File: src/rtl/dnsrp_pkg.sv
package dnsrp_pkg;

  typedef enum logic [3:0] {
    PH_HEADER     = 4'd0,
    PH_NAME_LEN   = 4'd1,
    PH_NAME_LABEL = 4'd2,
    PH_NAME_PTR   = 4'd3,
    PH_QTYPE      = 4'd4,
    PH_QCLASS     = 4'd5,
    PH_ATYPE      = 4'd6,
    PH_ACLASS     = 4'd7,
    PH_TTL        = 4'd8,
    PH_RDLEN      = 4'd9,
    PH_ADATA      = 4'd10,
    PH_CSKIP      = 4'd11
  } phase_t;

  localparam logic [3:0] ST_FOUND      = 4'd0;
  localparam logic [3:0] ST_BAD_ID     = 4'd1;
  localparam logic [3:0] ST_BAD_FLAGS  = 4'd2;
  localparam logic [3:0] ST_NO_ANSWERS = 4'd3;
  localparam logic [3:0] ST_BAD_QUEST  = 4'd4;
  localparam logic [3:0] ST_BAD_ACLASS = 4'd5;
  localparam logic [3:0] ST_BAD_ALEN   = 4'd6;
  localparam logic [3:0] ST_BAD_ATYPE  = 4'd7;
  localparam logic [3:0] ST_NO_A       = 4'd8;

  localparam logic [15:0] FLAG_QR       = 16'h8000;
  localparam logic [15:0] FLAG_RD       = 16'h0100;
  localparam logic [15:0] FLAG_RA       = 16'h0080;
  localparam logic [15:0] FLAGS_NEED    = FLAG_QR | FLAG_RD | FLAG_RA;
  localparam logic [15:0] RR_TYPE_A     = 16'h0001;
  localparam logic [15:0] RR_TYPE_CNAME = 16'h0005;
  localparam logic [15:0] RR_CLASS_IN   = 16'h0001;
  localparam logic [15:0] A_DATA_LEN    = 16'd4;
  localparam logic [7:0]  NAME_PTR_BITS = 8'hc0;

  typedef struct packed {
    phase_t      phase;
    logic [3:0]  byte_cnt;
    logic [15:0] shift;
    logic [15:0] questions_left;
    logic [15:0] answers_left;
    logic [15:0] skip_left;
    logic        decided;
    logic [3:0]  held_status;
    logic [31:0] found_address;
  } parse_state_t;

  localparam parse_state_t PARSE_CLEAR = '{
    phase:          PH_HEADER,
    byte_cnt:       4'd0,
    shift:          16'd0,
    questions_left: 16'd0,
    answers_left:   16'd0,
    skip_left:      16'd0,
    decided:        1'b0,
    held_status:    4'd0,
    found_address:  32'd0
  };

endpackage

File: src/rtl/dnsrp_if.sv
interface dnsrp_in_if;
  logic       valid;
  logic       ready;
  logic [7:0] rx_byte;
  logic       last_byte;

  modport source(output valid, rx_byte, last_byte, input ready);
  modport sink(input valid, rx_byte, last_byte, output ready);
endinterface

interface dnsrp_out_if;
  logic        valid;
  logic        ready;
  logic [3:0]  status;
  logic [31:0] address;

  modport source(output valid, status, address, input ready);
  modport sink(input valid, status, address, output ready);
endinterface

File: src/rtl/dnsrp_step.sv
module dnsrp_step (
  input  dnsrp_pkg::parse_state_t cur,
  input  logic [7:0]              rx_byte,
  input  logic [15:0]             expected_id,
  output dnsrp_pkg::parse_state_t nxt
);
  import dnsrp_pkg::*;

  function automatic parse_state_t enter_field(parse_state_t st, phase_t ph);
    parse_state_t r;
    r = st;
    r.phase = ph;
    r.byte_cnt = 4'd0;
    r.shift = 16'd0;
    return r;
  endfunction

  function automatic parse_state_t decide(parse_state_t st, logic [3:0] code);
    parse_state_t r;
    r = st;
    r.decided = 1'b1;
    r.held_status = code;
    return r;
  endfunction

  function automatic parse_state_t name_done(parse_state_t st);
    if (st.questions_left != 16'd0) return enter_field(st, PH_QTYPE);
    return enter_field(st, PH_ATYPE);
  endfunction

  function automatic parse_state_t answer_done(parse_state_t st);
    parse_state_t r;
    r = st;
    r.answers_left = st.answers_left - 16'd1;
    if (r.answers_left == 16'd0) begin
      r = decide(r, ST_NO_A);
    end else begin
      r = enter_field(r, PH_NAME_LEN);
    end
    return r;
  endfunction

  parse_state_t s;

  always_comb begin
    s = cur;
    if (!cur.decided) begin
      s.shift = {cur.shift[7:0], rx_byte};
      s.byte_cnt = cur.byte_cnt + 4'd1;
      case (cur.phase)
        PH_HEADER: begin
          if (s.byte_cnt == 4'd2 && s.shift != expected_id) begin
            s = decide(s, ST_BAD_ID);
          end else if (s.byte_cnt == 4'd4) begin
            if ((s.shift & FLAGS_NEED) != FLAGS_NEED) s = decide(s, ST_BAD_FLAGS);
          end else if (s.byte_cnt == 4'd6) begin
            s.questions_left = s.shift;
          end else if (s.byte_cnt == 4'd8) begin
            s.answers_left = s.shift;
            if (s.shift == 16'd0) s = decide(s, ST_NO_ANSWERS);
          end else if (s.byte_cnt == 4'd12) begin
            s = enter_field(s, PH_NAME_LEN);
          end
        end
        PH_NAME_LEN: begin
          s.byte_cnt = 4'd0;
          if (rx_byte == 8'd0) begin
            s = name_done(s);
          end else if ((rx_byte & NAME_PTR_BITS) == NAME_PTR_BITS) begin
            s.phase = PH_NAME_PTR;
          end else begin
            s.skip_left = {8'd0, rx_byte};
            s.phase = PH_NAME_LABEL;
          end
        end
        PH_NAME_LABEL: begin
          s.byte_cnt = 4'd0;
          s.skip_left = cur.skip_left - 16'd1;
          if (s.skip_left == 16'd0) s.phase = PH_NAME_LEN;
        end
        PH_NAME_PTR: begin
          s = name_done(s);
        end
        PH_QTYPE: begin
          if (s.byte_cnt == 4'd2) begin
            if (s.shift != RR_TYPE_A) s = decide(s, ST_BAD_QUEST);
            else s = enter_field(s, PH_QCLASS);
          end
        end
        PH_QCLASS: begin
          if (s.byte_cnt == 4'd2) begin
            if (s.shift != RR_CLASS_IN) begin
              s = decide(s, ST_BAD_QUEST);
            end else begin
              s.questions_left = cur.questions_left - 16'd1;
              s = enter_field(s, PH_NAME_LEN);
            end
          end
        end
        PH_ATYPE: begin
          if (s.byte_cnt == 4'd2) begin
            s.skip_left = s.shift;  // record type
            s = enter_field(s, PH_ACLASS);
          end
        end
        PH_ACLASS: begin
          if (s.byte_cnt == 4'd2) begin
            if (s.shift != RR_CLASS_IN) s = decide(s, ST_BAD_ACLASS);
            else s = enter_field(s, PH_TTL);
          end
        end
        PH_TTL: begin
          if (s.byte_cnt == 4'd4) begin
            if (cur.skip_left != RR_TYPE_A && cur.skip_left != RR_TYPE_CNAME)
              s = decide(s, ST_BAD_ATYPE);
            else
              s = enter_field(s, PH_RDLEN);
          end
        end
        PH_RDLEN: begin
          if (s.byte_cnt == 4'd2) begin
            if (cur.skip_left == RR_TYPE_A) begin
              if (s.shift != A_DATA_LEN) begin
                s = decide(s, ST_BAD_ALEN);
              end else begin
                s.found_address = 32'd0;
                s = enter_field(s, PH_ADATA);
              end
            end else if (s.shift == 16'd0) begin
              s = answer_done(s);
            end else begin
              s.skip_left = s.shift;
              s = enter_field(s, PH_CSKIP);
            end
          end
        end
        PH_ADATA: begin
          s.found_address = {cur.found_address[23:0], rx_byte};
          if (s.byte_cnt == 4'd4) s = decide(s, ST_FOUND);
        end
        PH_CSKIP: begin
          s.byte_cnt = 4'd0;
          s.skip_left = cur.skip_left - 16'd1;
          if (s.skip_left == 16'd0) s = answer_done(s);
        end
        default: begin
          s = decide(s, ST_NO_A);
        end
      endcase
    end
  end

  assign nxt = s;

endmodule

File: src/rtl/dns_response_parser.sv
// DNS response parser. Feed the response payload one byte per transaction on
// in_ch, in network order, with last_byte set on the final byte. The parser
// accepts a byte on every clock while the result register is free or being
// drained, so the sustained rate is one byte per cycle; the combinational parse
// step behind the state register sets it. Exactly one result transaction
// (status, address) appears on out_ch for each final byte, in the cycle after
// it is accepted; address is zero unless status is 0 (found). Write
// expected_id through cfg_wr_en/cfg_wr_data before each response while the
// block is idle.
module dns_response_parser (
  input  logic                clk,
  input  logic                rst,
  input  logic                cfg_wr_en,
  input  logic [15:0]         cfg_wr_data,
  dnsrp_in_if.sink            in_ch,
  dnsrp_out_if.source         out_ch
);
  import dnsrp_pkg::*;

  parse_state_t state;
  parse_state_t state_next;
  logic [15:0]  expected_id;
  logic         out_valid;
  logic [3:0]   out_status;
  logic [31:0]  out_address;
  logic         in_ready;
  logic         in_accept;

  dnsrp_step u_step (
    .cur         (state),
    .rx_byte     (in_ch.rx_byte),
    .expected_id (expected_id),
    .nxt         (state_next)
  );

  assign in_ready  = !out_valid || out_ch.ready;
  assign in_accept = in_ch.valid && in_ready;

  always_ff @(posedge clk) begin
    if (rst) begin
      state       <= PARSE_CLEAR;
      expected_id <= 16'd0;
      out_valid   <= 1'b0;
    end else begin
      if (cfg_wr_en) expected_id <= cfg_wr_data;
      if (out_ch.ready) out_valid <= 1'b0;
      if (in_accept) begin
        if (in_ch.last_byte) begin
          out_valid <= 1'b1;
          state     <= PARSE_CLEAR;
        end else begin
          state <= state_next;
        end
      end
    end
  end

  always_ff @(posedge clk) begin
    if (in_accept && in_ch.last_byte) begin
      out_status  <= state_next.decided ? state_next.held_status : ST_NO_A;
      out_address <= (state_next.decided && state_next.held_status == ST_FOUND)
                     ? state_next.found_address : 32'd0;
    end
  end

  assign in_ch.ready    = in_ready;
  assign out_ch.valid   = out_valid;
  assign out_ch.status  = out_status;
  assign out_ch.address = out_address;

endmodule
File: src/flat_wrapper.sv
// flat-port wrapper written by rule: the top's interface ports become plain ports
module dns_response_parser_flat import dnsrp_pkg::*;
  (clk, rst, cfg_wr_en, cfg_wr_data, in_ch_valid, in_ch_rx_byte, in_ch_last_byte, in_ch_ready, out_ch_valid, out_ch_status, out_ch_address, out_ch_ready);
  dnsrp_in_if in_ch_i ();
  dnsrp_out_if out_ch_i ();
  input  logic clk;
  input  logic rst;
  input  logic cfg_wr_en;
  input  logic [15:0] cfg_wr_data;
  input wire logic [$bits(in_ch_i.valid)-1:0] in_ch_valid;
  input wire logic [$bits(in_ch_i.rx_byte)-1:0] in_ch_rx_byte;
  input wire logic [$bits(in_ch_i.last_byte)-1:0] in_ch_last_byte;
  output wire logic [$bits(in_ch_i.ready)-1:0] in_ch_ready;
  output wire logic [$bits(out_ch_i.valid)-1:0] out_ch_valid;
  output wire logic [$bits(out_ch_i.status)-1:0] out_ch_status;
  output wire logic [$bits(out_ch_i.address)-1:0] out_ch_address;
  input wire logic [$bits(out_ch_i.ready)-1:0] out_ch_ready;
  assign in_ch_i.valid = in_ch_valid;
  assign in_ch_i.rx_byte = in_ch_rx_byte;
  assign in_ch_i.last_byte = in_ch_last_byte;
  assign in_ch_ready = in_ch_i.ready;
  assign out_ch_valid = out_ch_i.valid;
  assign out_ch_status = out_ch_i.status;
  assign out_ch_address = out_ch_i.address;
  assign out_ch_i.ready = out_ch_ready;
  dns_response_parser u_core (.clk(clk), .rst(rst), .cfg_wr_en(cfg_wr_en), .cfg_wr_data(cfg_wr_data), .in_ch(in_ch_i), .out_ch(out_ch_i));
endmodule
File: config.mk
export PLATFORM = sky130hd
export DESIGN_NAME = dns_response_parser_flat
export DESIGN_NICKNAME = d
export VERILOG_FILES = /design/src/rtl/dnsrp_pkg.sv /design/src/rtl/dnsrp_if.sv /design/src/rtl/dnsrp_step.sv /design/src/rtl/dns_response_parser.sv /design/src/flat_wrapper.sv
export SDC_FILE = /design/constraint.sdc
export NUM_CORES = 1
export LEC_CHECK = 0
export BUFFER_PORTS_ARGS = -buffer_cell sky130_fd_sc_hd__clkbuf_2
export CORE_ASPECT_RATIO = 1.1
export CORE_UTILIZATION = 40
export CTS_BUF_LIST = sky130_fd_sc_hd__clkbuf_8
export DETAILED_ROUTE_END_ITERATION = 10
export GPL_TIMING_DRIVEN = 1
export MAX_ROUTING_LAYER = met4
export REMOVE_ABC_BUFFERS = 1
export SYNTH_ARGS = -nofsm -noshare
export SYNTH_HDL_FRONTEND = slang
export SYNTH_HIERARCHICAL = 1
export SYNTH_SLANG_ARGS = --single-unit
File: constraint.sdc
create_clock -name clk -period 7.89 [get_ports clk]
set_input_delay 0 -clock clk [delete_from_list [all_inputs] [get_ports clk]]
set_output_delay 0 -clock clk [all_outputs]
set_load 0.005 [all_outputs]
* Word level (Yosys, flattened, before mapping) *
Index checks and enable logic that the tools add are counted.

cells by class
  $add $sub $neg = 4
  reduce and logical (&&, ||, !) cells = 23
  mux-type cells = 51
  eq/ne operators = 64

operator list
  cell                     number
  $mux W109                25
  $pmux W48 S11            1
  $pmux W37 S12            1
  $pmux W16 S12            1
  $mux W37                 4
  $pmux W8 S12             1
  $ne A3 B3 Y1 const B     27
  $mux W69                 1
  $mux W52                 1
  $logic_not A16 Y1        3
  $mux W16                 3
  $sub A16 B1 Y16 const B  3
  $ne A16 B1 Y1 const B    2
  $ne A16 B3 Y1 const B    2
  $eq A4 B3 Y1 const B     6
  $eq A4 B4 Y1 const B     6
  $mux W24                 1
  $reduce_and A24 Y1       1
  $ne A2 B2 Y1 const B     10
  $reduce_and A20 Y1       1
  $reduce_and A18 Y1       1
  $eq A16 B1 Y1 const B    1
  $ne A16 B16 Y1           1
  $reduce_and A16 Y1       1
  19 further kinds         38

storage, ports and cells
  output and inout bits = 38
  flip-flop bits (word level) = 154

* Depth between registers and ports, before layout *
  depth after elaboration = 11
  gate-level depth with buffers = 16
  gate-level depth less buffers = 13

* Hierarchy *
The synthesis kept the hierarchy.

modules (own cells, without submodules)
  module               times used  cells each  area an instance (um2)  seq. area each (um2)
  dns_response_parser  1           642         6556.3                  3603.5
  dnsrp_step           1           760         4581.9                  0.0

* Worst setup path after synthesis *
OpenSTA, ideal clock, no wires.

  kind = register -> register
  start = reg u_core/state[54] in the netlist's numbering
  end = reg u_core.out_address[11] (netlist: u_core/out_ch.address[11]), data pin
  slack = 4.072 ns
  clock period less this slack = 3.818 ns
  buffers on the path = 4
  arrival = 3.687 ns
  stages on the path, launching flop included = 17
  required time = 7.759 ns
  cells stage by stage = dfxtp_1 clkbuf_1 inv_1 ha_1 buf_2 nor3b_1 nor3b_1 nor3_1 or4_1 and3b_1 buf_4 a21oi_1 o311ai_0 nand3_1 nor4_4 clkbuf_1 and2_1

RTL lines
  element                 line                       source
  start, declared         dns_response_parser.sv:20  parse_state_t state;
  start signal, assigned  dns_response_parser.sv:52  state <= state_next;
  end signal, assigned    dns_response_parser.sv:61  out_address <= (state_next.decided && state_next.held_status == ST_FOUND)
  end, declared           dns_response_parser.sv:25  logic [31:0] out_address;

==> impl_results.md <==
- Status: completed
- Worst-path fanout max: 32
- Placed Cells: 1,645
- CP Buf/Inv Count: 1
- CP Data Arrival Time: 5.47 ns
- Drt wl/cell: 21.1 µm
- Post_cts resized: 0
- Clock Tree Buf Depth: 2
- Post-route insts no fill: 1,699
- GP Congestion: 1.00
- Post-DP HPWL: 22,600 µm
- First-pass iteration count of the detailed router: 5
- Clk Latency, worst-skew pair: 0.46 ns
- Drt via density: 6.39
- Gate Count Post-Synth: 1,353
- Slew @ Worst Pin: 1.23 ns
- R2R Setup Slk: 2.74 ns
- Number of port buffers: 67
- DIE WIDTH: 158 µm
- Overall routing resource usage: 27.1%
- Leak: 0.00393 µW
- DRC violations left: 0
- Initial antenna violation count: 1
- Max Clk Rate: 194 MHz
- First-pass GRT wire length: 57,300 µm
- Max Cap Viol: 0
- # H-tree levels: 4
- Routed vias: 10,900
- Average size of a mapped cell: 7.91 µm²
- Top delay family on crit path: simple AND/OR/NAND/NOR gates
- Maximum VDD drop: 0.0924 mV
- Total Routed Length: 35,900 µm
- Area Overhead vs Synth: 7.58%
- Vias in the first global route: 10,200
- Top Ports: 68
- Top cell by count, worst path: nor3b_1
- Largest net degree at the start of global routing: 103
- Critical Path, Cell by Cell: inv_1 > ha_1 > nor3b_1 > nor3b_1 > nor3_1 > or4_1 > and3b_1 > a21oi_1 > o311ai_0 > nand3_1 > nor4_4 > and2_1
- CTS tree: built
- Hold_buf cts: 21
- Post-CTS Setup Repair Bufs: 0
- Hold Worst Slack: 0.106 ns
- Critical path endpoint category: flop
- Crit Path Category: reg2reg
- Post-Syn Area: 0.0107 mm²
- CTS root buf: clkbuf_8
- Final Max Slew Viols: 0
- Die ar.: 0.0274 mm²
- Fillers: 2,728
- Core box area: 0.0262 mm²
- Setup TNS: 0 ns
- Die height: 174 µm
- Final #Nets: 1,370
- Power after layout: 1560 µW
- Worst setup SP type: flop
- Pre-CTS setup slack: 2.81 ns
- GRT overflow: 0
- Total CTS buffers: 17
- Slew HR: 17.5%
- Std-Cell Rows: 62
- Share of cells above drive strength 1: 10.3%
- Final WS setup: 2.74 ns
- Post-route minimum period: 5.15 ns
- Class of the worst hold path: in2reg
- Worst Skew: 0.0175 ns
- Slowest CP cell: nor4_4
- Clock edge transition at the registers on the reported setup and hold paths: 0.09 ns
- Starting Density: 40.8%
- ANT nets after route: 0
- CTS Sinks: 154
- Syn. warnings: 6
- 1st-iter DRT viols: 873
- CP peak stage delay: 1.07 ns
- Power Dens Cells: 136 mW/mm²
- Worst path required time: 8.21 ns
- RSZ-0062 raised after global routing: false
- Hold Violations, Final: 0
- Fin crit share: 65.3%
- Setup violations, final: 0
final timing paths:
kind,from,to,cells after the start
worst max-delay path,u_core/state[54],u_core/out_ch.address[5],12
worst min-delay path,in_ch_valid,u_core/state[12],3
worst max register to register,u_core/state[54],u_core/out_ch.address[5],12
worst min register to register,u_core/state[25],u_core/state[25],2
stage by stage:
step	area [µm²]	utilization, %
finish	11500	43.9
CTS	11500	43.9
global route	11500	43.9
floorplan	10000	-
global placement	11000	41.8
detailed placement	11000	41.8
power by group:
part | total (µW) | switching (µW) | internal [µW]
Clock | 575 | 351 | 224
Sequential | 832 | 13.1 | 819
Combinational | 156 | 105 | 50.9
Total | 1560 | 470 | 1090
worst register-to-register path, cell delays in order (launching register included):
cell      delay (ns)
dfxtp_1         0.40
inv_1           0.13
ha_1            0.34
nor3b_1         0.75
nor3b_1         0.26
nor3_1          0.07
or4_1           0.49
and3b_1         0.46
a21oi_1         0.18
o311ai_0        0.38
nand3_1         0.23
nor4_4          1.07
and2_1          0.25
per-layer routing:
metal,vias to the layer above,track usage [%],routed length (µm)
met2,393,41.7,16600
met1,5338,35.9,16000
li1,5059,-,-
met5,-,-,0
met4,0,10.5,1200
met3,67,3.70,2140
registers in the layout, indices dropped and copies added, names as in the netlist:
name and count:
u_core/state 101, u_core/out_ch.address 32, u_core/expected_id 16, u_core/out_ch.status 4, u_core/out_ch.valid 1
layout by cell type (no fill, tap or decap), types with 21 or more instances in the layout:
| cell | instances |
|---|---|
| a21oi_1 | 146 |
| a22o_1 | 42 |
| and2_1 | 44 |
| buf_4 | 22 |
| clkbuf_2 | 65 |
| dfxtp_1 | 118 |
| dlygate4sd3_1 | 21 |
| edfxtp_1 | 36 |
| mux2i_1 | 29 |
| nand2_1 | 77 |
| nand3_1 | 21 |
| nand4b_1 | 104 |
| nor2_1 | 97 |
| nor3_1 | 40 |
| nor4_1 | 23 |
| o21ai_0 | 170 |
| xor2_1 | 22 |
area by class of cell:
type	instances	area, µm²	area share [%]
Multi-Input combinational cell	1035	6510	56.5
Clock inverter	15	120	1.04
Inverter	17	66.3	0.576
Tap cell	352	440	3.82
Antenna cell	1	2.50	0.0217
Clock buffer	17	234	2.03
Sequential cell	154	3440	29.9
Timing Repair Buffer	108	701	6.08
No activity file was read; power rests on OpenSTA's default activity.
